[src/sv/rfa_pkg.sv]
package rfa_pkg;

  // Operation codes carried on in_tuser
  typedef enum logic [1:0] {
    CMD_ADD = 2'd0,
    CMD_MUL = 2'd1,
    CMD_RED = 2'd2,
    CMD_CMP = 2'd3
  } cmd_t;

  // Operand pairings fed to the shared multiplier
  typedef enum logic [1:0] {
    SEL_AN_BD = 2'd0,
    SEL_BN_AD = 2'd1,
    SEL_AD_BD = 2'd2,
    SEL_AN_BN = 2'd3
  } mul_sel_t;

  // Multiplier digit: bits of the second operand consumed per cycle
  localparam int MUL_DIGIT = 8;

  // Commands from the controller to the datapath
  typedef struct packed {
    cmd_t     op;
    mul_sel_t mul_sel;
    logic     load;
    logic     mul_start;
    logic     red_start;
    logic     res_load;
  } dp_cmd_t;

  // Status from the datapath to the controller
  typedef struct packed {
    logic mul_done;
    logic red_done;
    logic den_eq;
  } dp_stat_t;

endpackage

[src/sv/rfa_mul.sv]
module rfa_mul #(
  parameter int WORD_WIDTH = 32
) (
  input  logic                  clk,
  input  logic                  rst_n,
  input  logic                  start,
  input  logic [WORD_WIDTH-1:0] op_a,
  input  logic [WORD_WIDTH-1:0] op_b,
  output logic                  done,
  output logic [WORD_WIDTH-1:0] prod
);
  import rfa_pkg::*;

  localparam int STEPS = (WORD_WIDTH + MUL_DIGIT - 1) / MUL_DIGIT;
  localparam int SW    = $clog2(STEPS + 1);

  logic [WORD_WIDTH-1:0]           a_r;
  logic [WORD_WIDTH-1:0]           b_r;
  logic [WORD_WIDTH-1:0]           acc_r;
  logic [WORD_WIDTH-1:0]           acc_nxt;
  logic [WORD_WIDTH+MUL_DIGIT-1:0] term;
  logic [SW-1:0]                   cnt_r;
  logic                            busy_r;
  logic                            done_r;

  // One digit of the second operand times the shifted first operand
  always_comb begin
    term    = a_r * b_r[MUL_DIGIT-1:0];
    acc_nxt = acc_r + term[WORD_WIDTH-1:0];
  end

  // Accumulate the low word of the product, one digit a cycle
  always_ff @(posedge clk) begin
    if (!rst_n) begin
      busy_r <= 1'b0;
      done_r <= 1'b0;
      cnt_r  <= '0;
    end else if (start) begin
      a_r    <= op_a;
      b_r    <= op_b;
      acc_r  <= '0;
      cnt_r  <= SW'(STEPS);
      busy_r <= 1'b1;
      done_r <= 1'b0;
    end else if (busy_r) begin
      acc_r <= acc_nxt;
      a_r   <= a_r << MUL_DIGIT;
      b_r   <= b_r >> MUL_DIGIT;
      cnt_r <= cnt_r - SW'(1);
      if (cnt_r == SW'(1)) begin
        busy_r <= 1'b0;
        done_r <= 1'b1;
      end
    end
  end

  assign done = done_r;
  assign prod = acc_r;

endmodule

[src/sv/rfa_lane.sv]
module rfa_lane #(
  parameter int WORD_WIDTH = 32
) (
  input  logic                  clk,
  input  logic                  rst_n,
  input  logic                  start,
  input  logic [WORD_WIDTH-1:0] num,
  input  logic [WORD_WIDTH-1:0] den,
  output logic                  done,
  output logic [WORD_WIDTH-1:0] res_num,
  output logic [WORD_WIDTH-1:0] res_den
);

  localparam int W  = WORD_WIDTH;
  localparam int KW = $clog2(W);

  typedef enum logic [1:0] {
    S_IDLE,
    S_GCD,
    S_DIV
  } lane_state_t;

  lane_state_t   state_r;
  logic [W-1:0]  num_r, den_r;
  logic [W-1:0]  u_r, v_r, u_nxt, v_nxt;
  logic [KW-1:0] k_r, k_nxt;
  logic [W-1:0]  g_r, g_fin;
  logic          gcd_end;
  logic [W-1:0]  qn_r, qd_r, qn_nxt, qd_nxt;
  logic [W-1:0]  remn_r, remd_r, remn_nxt, remd_nxt;
  logic [W:0]    tn, td;
  logic [KW-1:0] cnt_r;
  logic          done_r;
  logic [W-1:0]  res_num_r, res_den_r;

  function automatic logic [W-1:0] mag(input logic [W-1:0] x);
    mag = x[W-1] ? (~x + W'(1)) : x;
  endfunction

  // Binary gcd step and one restoring division bit for each magnitude
  always_comb begin
    gcd_end = (u_r == '0) || (v_r == '0);
    g_fin   = (u_r == '0) ? (v_r << k_r) : (u_r << k_r);
    u_nxt   = u_r;
    v_nxt   = v_r;
    k_nxt   = k_r;
    if (!u_r[0] && !v_r[0]) begin
      u_nxt = u_r >> 1;
      v_nxt = v_r >> 1;
      k_nxt = k_r + KW'(1);
    end else if (!u_r[0]) begin
      u_nxt = u_r >> 1;
    end else if (!v_r[0]) begin
      v_nxt = v_r >> 1;
    end else if (u_r >= v_r) begin
      u_nxt = (u_r - v_r) >> 1;
    end else begin
      v_nxt = (v_r - u_r) >> 1;
    end

    tn = {remn_r, qn_r[W-1]};
    td = {remd_r, qd_r[W-1]};
    if (tn >= {1'b0, g_r}) begin
      remn_nxt = W'(tn - {1'b0, g_r});
      qn_nxt   = {qn_r[W-2:0], 1'b1};
    end else begin
      remn_nxt = tn[W-1:0];
      qn_nxt   = {qn_r[W-2:0], 1'b0};
    end
    if (td >= {1'b0, g_r}) begin
      remd_nxt = W'(td - {1'b0, g_r});
      qd_nxt   = {qd_r[W-2:0], 1'b1};
    end else begin
      remd_nxt = td[W-1:0];
      qd_nxt   = {qd_r[W-2:0], 1'b0};
    end
  end

  // Sequence gcd then division; hold the result until the next one is done
  always_ff @(posedge clk) begin
    if (!rst_n) begin
      state_r <= S_IDLE;
      done_r  <= 1'b0;
    end else begin
      unique case (state_r)
        S_IDLE: begin
          if (start) begin
            num_r   <= num;
            den_r   <= den;
            u_r     <= mag(num);
            v_r     <= mag(den);
            k_r     <= '0;
            done_r  <= 1'b0;
            state_r <= S_GCD;
          end
        end
        S_GCD: begin
          if (gcd_end) begin
            g_r    <= g_fin;
            qn_r   <= mag(num_r);
            qd_r   <= mag(den_r);
            remn_r <= '0;
            remd_r <= '0;
            cnt_r  <= '0;
            if (g_fin == '0) begin
              // both zero: pass the fraction through
              res_num_r <= num_r;
              res_den_r <= den_r;
              done_r    <= 1'b1;
              state_r   <= S_IDLE;
            end else begin
              state_r <= S_DIV;
            end
          end else begin
            u_r <= u_nxt;
            v_r <= v_nxt;
            k_r <= k_nxt;
          end
        end
        S_DIV: begin
          qn_r   <= qn_nxt;
          qd_r   <= qd_nxt;
          remn_r <= remn_nxt;
          remd_r <= remd_nxt;
          cnt_r  <= cnt_r + KW'(1);
          if (cnt_r == KW'(W - 1)) begin
            res_num_r <= num_r[W-1] ? (~qn_nxt + W'(1)) : qn_nxt;
            res_den_r <= den_r[W-1] ? (~qd_nxt + W'(1)) : qd_nxt;
            done_r    <= 1'b1;
            state_r   <= S_IDLE;
          end
        end
        default: state_r <= S_IDLE;
      endcase
    end
  end

  assign done    = done_r;
  assign res_num = res_num_r;
  assign res_den = res_den_r;

endmodule

[src/sv/rfa_datapath.sv]
module rfa_datapath #(
  parameter int WORD_WIDTH = 32
) (
  input  logic                  clk,
  input  logic                  rst_n,
  input  rfa_pkg::dp_cmd_t      dp_cmd,
  output rfa_pkg::dp_stat_t     dp_stat,
  input  logic [WORD_WIDTH-1:0] a_num,
  input  logic [WORD_WIDTH-1:0] a_den,
  input  logic [WORD_WIDTH-1:0] b_num,
  input  logic [WORD_WIDTH-1:0] b_den,
  output logic [WORD_WIDTH-1:0] res_num,
  output logic [WORD_WIDTH-1:0] res_den,
  output logic                  is_equal
);
  import rfa_pkg::*;

  localparam int W = WORD_WIDTH;

  logic [W-1:0] an_r, ad_r, bn_r, bd_r;
  logic [W-1:0] p0_r, p1_r, p2_r;
  logic [W-1:0] mul_a, mul_b, prod;
  logic         mul_done;
  logic         la_done, lb_done;
  logic [W-1:0] la_num, la_den, lb_num, lb_den;
  logic [W-1:0] rn_nxt, rd_nxt, rd_raw;
  logic         eq_nxt;
  logic [W-1:0] res_num_r, res_den_r;
  logic         is_eq_r;

  // Select multiplier operands
  always_comb begin
    unique case (dp_cmd.mul_sel)
      SEL_AN_BD: begin mul_a = an_r; mul_b = bd_r; end
      SEL_BN_AD: begin mul_a = bn_r; mul_b = ad_r; end
      SEL_AD_BD: begin mul_a = ad_r; mul_b = bd_r; end
      SEL_AN_BN: begin mul_a = an_r; mul_b = bn_r; end
      default:   begin mul_a = an_r; mul_b = bn_r; end
    endcase
  end

  rfa_mul #(.WORD_WIDTH(W)) u_mul (
    .clk   (clk),
    .rst_n (rst_n),
    .start (dp_cmd.mul_start),
    .op_a  (mul_a),
    .op_b  (mul_b),
    .done  (mul_done),
    .prod  (prod)
  );

  rfa_lane #(.WORD_WIDTH(W)) u_lane_a (
    .clk     (clk),
    .rst_n   (rst_n),
    .start   (dp_cmd.red_start),
    .num     (an_r),
    .den     (ad_r),
    .done    (la_done),
    .res_num (la_num),
    .res_den (la_den)
  );

  rfa_lane #(.WORD_WIDTH(W)) u_lane_b (
    .clk     (clk),
    .rst_n   (rst_n),
    .start   (dp_cmd.red_start),
    .num     (bn_r),
    .den     (bd_r),
    .done    (lb_done),
    .res_num (lb_num),
    .res_den (lb_den)
  );

  // Capture operands and keep finished products
  always_ff @(posedge clk) begin
    if (dp_cmd.load) begin
      an_r <= a_num;
      ad_r <= a_den;
      bn_r <= b_num;
      bd_r <= b_den;
    end
    if (mul_done && !dp_cmd.mul_start) begin
      unique case (dp_cmd.mul_sel)
        SEL_AN_BD: p0_r <= prod;
        SEL_AN_BN: p0_r <= prod;
        SEL_BN_AD: p1_r <= prod;
        SEL_AD_BD: p2_r <= prod;
        default:   p2_r <= prod;
      endcase
    end
  end

  // Form the result word for the current operation
  always_comb begin
    rn_nxt = '0;
    rd_raw = W'(1);
    eq_nxt = 1'b0;
    unique case (dp_cmd.op)
      CMD_ADD: begin
        if (ad_r == bd_r) begin
          rn_nxt = an_r + bn_r;
          rd_raw = ad_r;
        end else begin
          rn_nxt = p0_r + p1_r;
          rd_raw = p2_r;
        end
      end
      CMD_MUL: begin
        rn_nxt = p0_r;
        rd_raw = p2_r;
      end
      CMD_RED: begin
        rn_nxt = la_num;
        rd_raw = la_den;
      end
      CMD_CMP: begin
        eq_nxt = (la_num == lb_num) && (la_den == lb_den);
      end
      default: begin
        rn_nxt = '0;
      end
    endcase
    // a zero denominator from add or multiply becomes one
    if ((dp_cmd.op == CMD_ADD || dp_cmd.op == CMD_MUL) && rd_raw == '0) begin
      rd_nxt = W'(1);
    end else begin
      rd_nxt = rd_raw;
    end
  end

  // Output register
  always_ff @(posedge clk) begin
    if (dp_cmd.res_load) begin
      res_num_r <= rn_nxt;
      res_den_r <= rd_nxt;
      is_eq_r   <= eq_nxt;
    end
  end

  assign dp_stat.mul_done = mul_done;
  assign dp_stat.red_done = la_done && lb_done;
  assign dp_stat.den_eq   = (ad_r == bd_r);
  assign res_num          = res_num_r;
  assign res_den          = res_den_r;
  assign is_equal         = is_eq_r;

endmodule

[src/sv/rfa_ctrl.sv]
module rfa_ctrl (
  input  logic              clk,
  input  logic              rst_n,
  input  logic              in_valid,
  output logic              in_ready,
  input  rfa_pkg::cmd_t     in_cmd,
  output logic              out_valid,
  input  logic              out_ready,
  output rfa_pkg::dp_cmd_t  dp_cmd,
  input  rfa_pkg::dp_stat_t dp_stat
);
  import rfa_pkg::*;

  typedef enum logic [2:0] {
    S_IDLE,
    S_DISPATCH,
    S_M0,
    S_M1,
    S_M2,
    S_RED,
    S_FINISH
  } ctrl_state_t;

  ctrl_state_t state_r;
  cmd_t        cmd_r;
  mul_sel_t    mul_sel_r;
  logic        mul_start_r;
  logic        red_start_r;
  logic        out_valid_r;
  logic        accept;
  logic        res_load;
  logic        mul_fin;
  logic        red_fin;

  assign accept   = in_valid && (state_r == S_IDLE);
  assign res_load = (state_r == S_FINISH) && (!out_valid_r || out_ready);
  assign mul_fin  = dp_stat.mul_done && !mul_start_r;
  assign red_fin  = dp_stat.red_done && !red_start_r;

  // Sequence one transaction at a time through the multiplier, the reduce lanes, or straight to finish
  always_ff @(posedge clk) begin
    if (!rst_n) begin
      state_r     <= S_IDLE;
      cmd_r       <= CMD_ADD;
      mul_sel_r   <= SEL_AN_BD;
      mul_start_r <= 1'b0;
      red_start_r <= 1'b0;
      out_valid_r <= 1'b0;
    end else begin
      mul_start_r <= 1'b0;
      red_start_r <= 1'b0;
      if (res_load) begin
        out_valid_r <= 1'b1;
      end else if (out_ready) begin
        out_valid_r <= 1'b0;
      end
      unique case (state_r)
        S_IDLE: begin
          if (accept) begin
            cmd_r   <= in_cmd;
            state_r <= S_DISPATCH;
          end
        end
        S_DISPATCH: begin
          unique case (cmd_r)
            CMD_ADD: begin
              if (dp_stat.den_eq) begin
                state_r <= S_FINISH;
              end else begin
                mul_sel_r   <= SEL_AN_BD;
                mul_start_r <= 1'b1;
                state_r     <= S_M0;
              end
            end
            CMD_MUL: begin
              mul_sel_r   <= SEL_AN_BN;
              mul_start_r <= 1'b1;
              state_r     <= S_M0;
            end
            CMD_RED, CMD_CMP: begin
              red_start_r <= 1'b1;
              state_r     <= S_RED;
            end
            default: state_r <= S_FINISH;
          endcase
        end
        S_M0: begin
          if (mul_fin) begin
            mul_start_r <= 1'b1;
            if (cmd_r == CMD_ADD) begin
              mul_sel_r <= SEL_BN_AD;
              state_r   <= S_M1;
            end else begin
              mul_sel_r <= SEL_AD_BD;
              state_r   <= S_M2;
            end
          end
        end
        S_M1: begin
          if (mul_fin) begin
            mul_sel_r   <= SEL_AD_BD;
            mul_start_r <= 1'b1;
            state_r     <= S_M2;
          end
        end
        S_M2: begin
          if (mul_fin) begin
            state_r <= S_FINISH;
          end
        end
        S_RED: begin
          if (red_fin) begin
            state_r <= S_FINISH;
          end
        end
        S_FINISH: begin
          if (res_load) begin
            state_r <= S_IDLE;
          end
        end
        default: state_r <= S_IDLE;
      endcase
    end
  end

  assign in_ready         = (state_r == S_IDLE);
  assign out_valid        = out_valid_r;
  assign dp_cmd.op        = cmd_r;
  assign dp_cmd.mul_sel   = mul_sel_r;
  assign dp_cmd.load      = accept;
  assign dp_cmd.mul_start = mul_start_r;
  assign dp_cmd.red_start = red_start_r;
  assign dp_cmd.res_load  = res_load;

endmodule

[src/sv/rational_fraction_alu_top.sv]
// Channel  Direction  Ports                              Contents
// in       slave      in_tvalid in_tready in_tdata       operands a and b
//                     in_tuser                           operation code
// out      master     out_tvalid out_tready out_tdata    result fraction and equal flag
//
// One transaction at a time. Add with equal denominators uses no products; add otherwise
// takes three serial products, multiply takes two. Reduce and compare run binary gcd and
// then a W-step division (W = WORD_WIDTH) on both lanes side by side. Reset is synchronous,
// active low. A full output register holds the controller in its final state; in_tready
// stays low.
module rational_fraction_alu_top #(
  parameter int WORD_WIDTH = 32
) (
  input  logic                                    clk,
  input  logic                                    rst_n,
  input  logic                                    in_tvalid,
  output logic                                    in_tready,
  // a_num, a_den, b_num, b_den from bit 0 up, zero padded to whole bytes
  input  logic [((4*WORD_WIDTH+7)/8)*8-1:0]       in_tdata,
  // cmd
  input  logic [1:0]                              in_tuser,
  output logic                                    out_tvalid,
  input  logic                                    out_tready,
  // res_num, res_den, is_equal from bit 0 up, zero padded to whole bytes
  output logic [((2*WORD_WIDTH+1+7)/8)*8-1:0]     out_tdata
);
  import rfa_pkg::*;

  localparam int W       = WORD_WIDTH;
  localparam int OUT_W   = ((2 * W + 1 + 7) / 8) * 8;
  localparam int OUT_PAD = OUT_W - 2 * W - 1;

  dp_cmd_t      dp_cmd;
  dp_stat_t     dp_stat;
  logic [W-1:0] res_num;
  logic [W-1:0] res_den;
  logic         is_equal;

  rfa_ctrl u_ctrl (
    .clk       (clk),
    .rst_n     (rst_n),
    .in_valid  (in_tvalid),
    .in_ready  (in_tready),
    .in_cmd    (cmd_t'(in_tuser)),
    .out_valid (out_tvalid),
    .out_ready (out_tready),
    .dp_cmd    (dp_cmd),
    .dp_stat   (dp_stat)
  );

  rfa_datapath #(.WORD_WIDTH(W)) u_dp (
    .clk      (clk),
    .rst_n    (rst_n),
    .dp_cmd   (dp_cmd),
    .dp_stat  (dp_stat),
    .a_num    (in_tdata[W-1:0]),
    .a_den    (in_tdata[2*W-1:W]),
    .b_num    (in_tdata[3*W-1:2*W]),
    .b_den    (in_tdata[4*W-1:3*W]),
    .res_num  (res_num),
    .res_den  (res_den),
    .is_equal (is_equal)
  );

  // Pack the result transaction
  assign out_tdata = {{OUT_PAD{1'b0}}, is_equal, res_den, res_num};

endmodule
[config.mk]
export PLATFORM = sky130hd
export DESIGN_NAME = rational_fraction_alu_top
export DESIGN_NICKNAME = d
export VERILOG_FILES = /design/src/sv/rfa_pkg.sv /design/src/sv/rfa_mul.sv /design/src/sv/rfa_lane.sv /design/src/sv/rfa_datapath.sv /design/src/sv/rfa_ctrl.sv /design/src/sv/rational_fraction_alu_top.sv
export SDC_FILE = /design/constraint.sdc
export NUM_CORES = 2
export LEC_CHECK = 0
export BUFFER_PORTS_ARGS = -buffer_cell sky130_fd_sc_hd__buf_2
export CORE_MARGIN = 2
export CORE_UTILIZATION = 50
export CTS_CLUSTER_DIAMETER = 200
export DETAILED_ROUTE_END_ITERATION = 16
export PLACE_DENSITY = 0.64
export SLEW_MARGIN = 40
export SYNTH_ARGS = -nofsm -noshare
export SYNTH_HDL_FRONTEND = slang
export SYNTH_SLANG_ARGS = --single-unit
[constraint.sdc]
create_clock -name clk -period 25.5 [get_ports clk]
set_clock_uncertainty 0.2 [all_clocks]
set_input_delay 3.825 -clock clk [delete_from_list [all_inputs] [get_ports clk]]
set_output_delay 3.825 -clock clk [all_outputs]
set_load 0.005 [all_outputs]
==> summary.md <==
| Metric | Value |
|---|---|
| Outcome | finished clean |
| Met3 Track Usage GR | 8.13% |
| Cells after Synth | 8,489 |
| Total Wirelength | 292 mm |
| Area delta synth->final | 10.4% |
| PostCTS Resize Cnt | 0 |
| Switching pwr | 0.00388 W |
| Rows | 148 |
| Combinational share of power | 46.9% |
| Max-cap violations | 0 |
| Final hold vios | 0 |
| Clock power frac | 23.2% |
| Commonest non-fill, non-tap cells in the layout | edfxtp_1 (1,109), nand2_1 (837), nor2_1 (630) |
| Most used routing layer | met2 |
| Largest net degree at the start of global routing | 123 |
| FFs w/ async S/R, synth | 0% |
| Sequential cell area | 33,700 um2 |
| Clk_lat worst skew | 0.82 ns |
| Internal power | 0.00537 W |
| Total gr overflow | 0 |
| DRT Pass-1 Iters | 7 |
| Tmin final | 6.95 ns |
| # hold bufs at CTS | 0 |
| Post-Layout Cell Count | 10,800 |
| Area of the multi-input gates | 44,800 um2 |
| GRT Util Overall | 34.2% |
| Flops & latches, synth | 1,130 |
| Sequential share of the synthesized area | 41.0% |
| Drt first-iter violations | 9,246 |
| CTS Sinks | 1,130 |
| DP HPWL | 215 mm |
| Clock Pin Slew Worst Setup and Hold Paths | 0.06 ns |
| Critical Path RT | 25.82 ns |
| R2R depth | 18 |
| Share of layout cells above drive strength 1 | 9.97% |
| Nets | 9,263 |
| Mapped cell area | 82,300 um2 |
| Critical-path cell list | and2_1, fa_1, fa_1, fa_1, inv_1, fa_1, inv_1, ha_1, nand4_1, a211oi_1, o211ai_1, a31oi_1, a21oi_1, o31ai_1, a2111oi_0, o41ai_1, xnor2_1, nor2_1 |
| Total CTS buffers | 135 |
| Met1 usage | 46.8% |
| Yosys synthesis warning count | 0 |
| Vias in the first global route | 64,500 |
| Final-layout fill cell count | 14,400 |
| Clock Tree Root | clkbuf_16 |
| RSZ-0062 raised after global routing | false |
| Worst setup SP type | flop |
| Core ar. | 163,000 um2 |
| Final Slew Violations | 0 |
| Crit. End Element | flop |
| Met2 usage | 50.0% |
| Commonest non-fill, non-tap cell in the layout | edfxtp_1 |
| Initial core utilization | 50.4% |
| Worst Hold Class | reg2reg |
| Die width | 410 um |
| Final ANT Viol Nets | 0 |
| Via Count | 68,800 |
| Placed cell count | 10,600 |
| Residual DRC | 0 |
| Pwr/cell area | 102 nW/um2 |
| CTS HTree Levels | 4 |
| Final setup fails | 0 |
| Num ports | 208 |
| CP most frequent cell | fa_1 |
| Top post-synthesis cells by area | edfxtp_1 (40%), ha_1 (5.9%), fa_1 (4.8%) |
| Static leakage | 34.9 nW |
| Wire per inst | 26.9 um |
| Port Buffers | 200 |
| Crit Path Class | reg2reg |
| Crit-path max FO | 27 |
| Max frequency | 144 MHz |
| Die area | 168,000 um2 |
| DR vias/cell | 6.35 |
| Sequential power share | 29.9% |
| Prevailing post-synth register cell | edfxtp_1 |
| Switching Fraction | 41.9% |
| Max incr delay on CP | 0.74 ns |
| Slew HR | 35.0% |
| Number of enable flip-flop cells after synthesis | 1,109 |
| Post-CTS setup buffer count | 0 |
| Hold depth | 2 |
| Period utilization | 27.3% |
| Initial antenna violation count | 25 |
| Maximum vdd drop | 194 uV |
| Post-synth top area cell | edfxtp_1 |
| Cell variety after synth | 96 |
| Critical Path AT | 7.27 ns |
| Global-route wire length before repair | 427 mm |
| Area share of the largest cell type after synthesis | 40.5% |
| Fin Setup TNS | 0 ns |
| Die H | 410 um |
| CTS Buffer Depth | 3 |
| Routability cong. | 1.01 |
| CTS tree | built |
| Slew @ Worst Pin | 0.964 ns |
| Crit-path slowest cell | edfxtp_1 |
| Final instance area | 90,800 um2 |
| Post-synthesis average cell area | 9.69 um2 |
| Placement Cell Area | 85,800 um2 |
[logic make-up after synthesis]
family / share of synthesized area (%)
AND/OR/NAND/NOR: 14.6
AO/OA/AOI/OAI: 17.4
flip-flops: 41.0
buffers and inverters: 4.94
XOR/XNOR: 7.73
adder cells (fa/ha/maj): 10.7
multiplexers: 3.66
other: 0.00456
[final timing paths]
path / startpoint / end / slack (ns)
min: u_dp.u_mul.cnt_r[1] / u_dp.u_mul.cnt_r[1] / 0.30
max: u_dp.u_mul.b_r[5] / u_dp.u_mul.prod[31] / 18.55
max reg2reg: u_dp.u_mul.b_r[5] / u_dp.u_mul.prod[31] / 18.55
min reg2reg: u_dp.u_mul.cnt_r[1] / u_dp.u_mul.cnt_r[1] / 0.30
[Yosys cell counts (all sizes together) (14+ instances only)]
library cell and number:
a2111oi 14, a211oi 74, a21boi 22, a21o 176, a21oi 613, a221oi 36, a22oi 108, a31oi 83
and2 190, and3 32, buf 88, clkbuf 386, dfxtp 21, edfxtp 1109, fa 196, ha 391
inv 574, mux2 73, mux2i 86, mux4 59, nand2 838, nand2b 80, nand3 118, nand4 71
nor2 637, nor2b 68, nor3 137, nor4 98, o211ai 23, o21a 55, o21ai 544, o21bai 42
o221ai 31, o22ai 44, o31ai 164, o32ai 18, o41ai 66, or2 41, or3 120, or4 51
xnor2 287, xor2 439
[cell type report]
cell class | count | area share [%]
Multi-Input combinational cell | 6309 | 49.3
Sequential cell | 1130 | 37.2
Clock buffer | 151 | 3.81
Tap cell | 2175 | 3.00
Timing Repair Buffer | 384 | 2.75
Inverter | 582 | 2.41
Clock inverter | 96 | 1.52
Antenna cell | 7 | 0.0193
[through the flow]
| step | power [W] | utilization, % | hold WS, ns | worst slack, ns |
|---|---|---|---|---|
| after floorplan | 0.00566 | - | 0.224 | 14.01 |
| after global placement | 0.00696 | 52.5 | 0.275 | 18.57 |
| after detailed placement | 0.00701 | 52.6 | 0.286 | 18.55 |
| after CTS | 0.00917 | 55.5 | 0.292 | 18.50 |
| after global routing | 0.00976 | 55.6 | 0.338 | 18.19 |
| final | 0.00924 | 55.6 | 0.296 | 18.55 |
[per-layer routing]
metal / routed length [um] / vias up / part of all wire (%)
met4: 18400 / 10 / 6.3
li1: - / 30900 / -
met2: 124000 / 3720 / 42
met1: 117000 / 33500 / 40
met5: 193 / - / 0.066
met3: 32600 / 722 / 11
[power by group through the flow]
stage | logic (W) | clock network [W] | registers [W]
2_1_floorplan | 0.00297 | 0 | 0.00270
3_3_place_gp | 0.00417 | 0 | 0.00279
3_5_place_dp | 0.00423 | 0 | 0.00279
4_1_cts | 0.00426 | 0.00216 | 0.00275
5_1_grt | 0.00476 | 0.00223 | 0.00278
6_report | 0.00433 | 0.00214 | 0.00277
[worst max-delay path: cells and delay by family, from the launching register on]
| family | cells | cell delay, ns |
|---|---|---|
| XOR/XNOR | 1 | 0.16 |
| AND/OR/NAND/NOR | 3 | 0.58 |
| buffers and inverters | 2 | 0.09 |
| adder cells (fa/ha/maj) | 5 | 2.39 |
| flip-flops | 1 | 0.74 |
| AO/OA/AOI/OAI | 7 | 2.49 |
No activity file was read; power rests on OpenSTA's default activity.
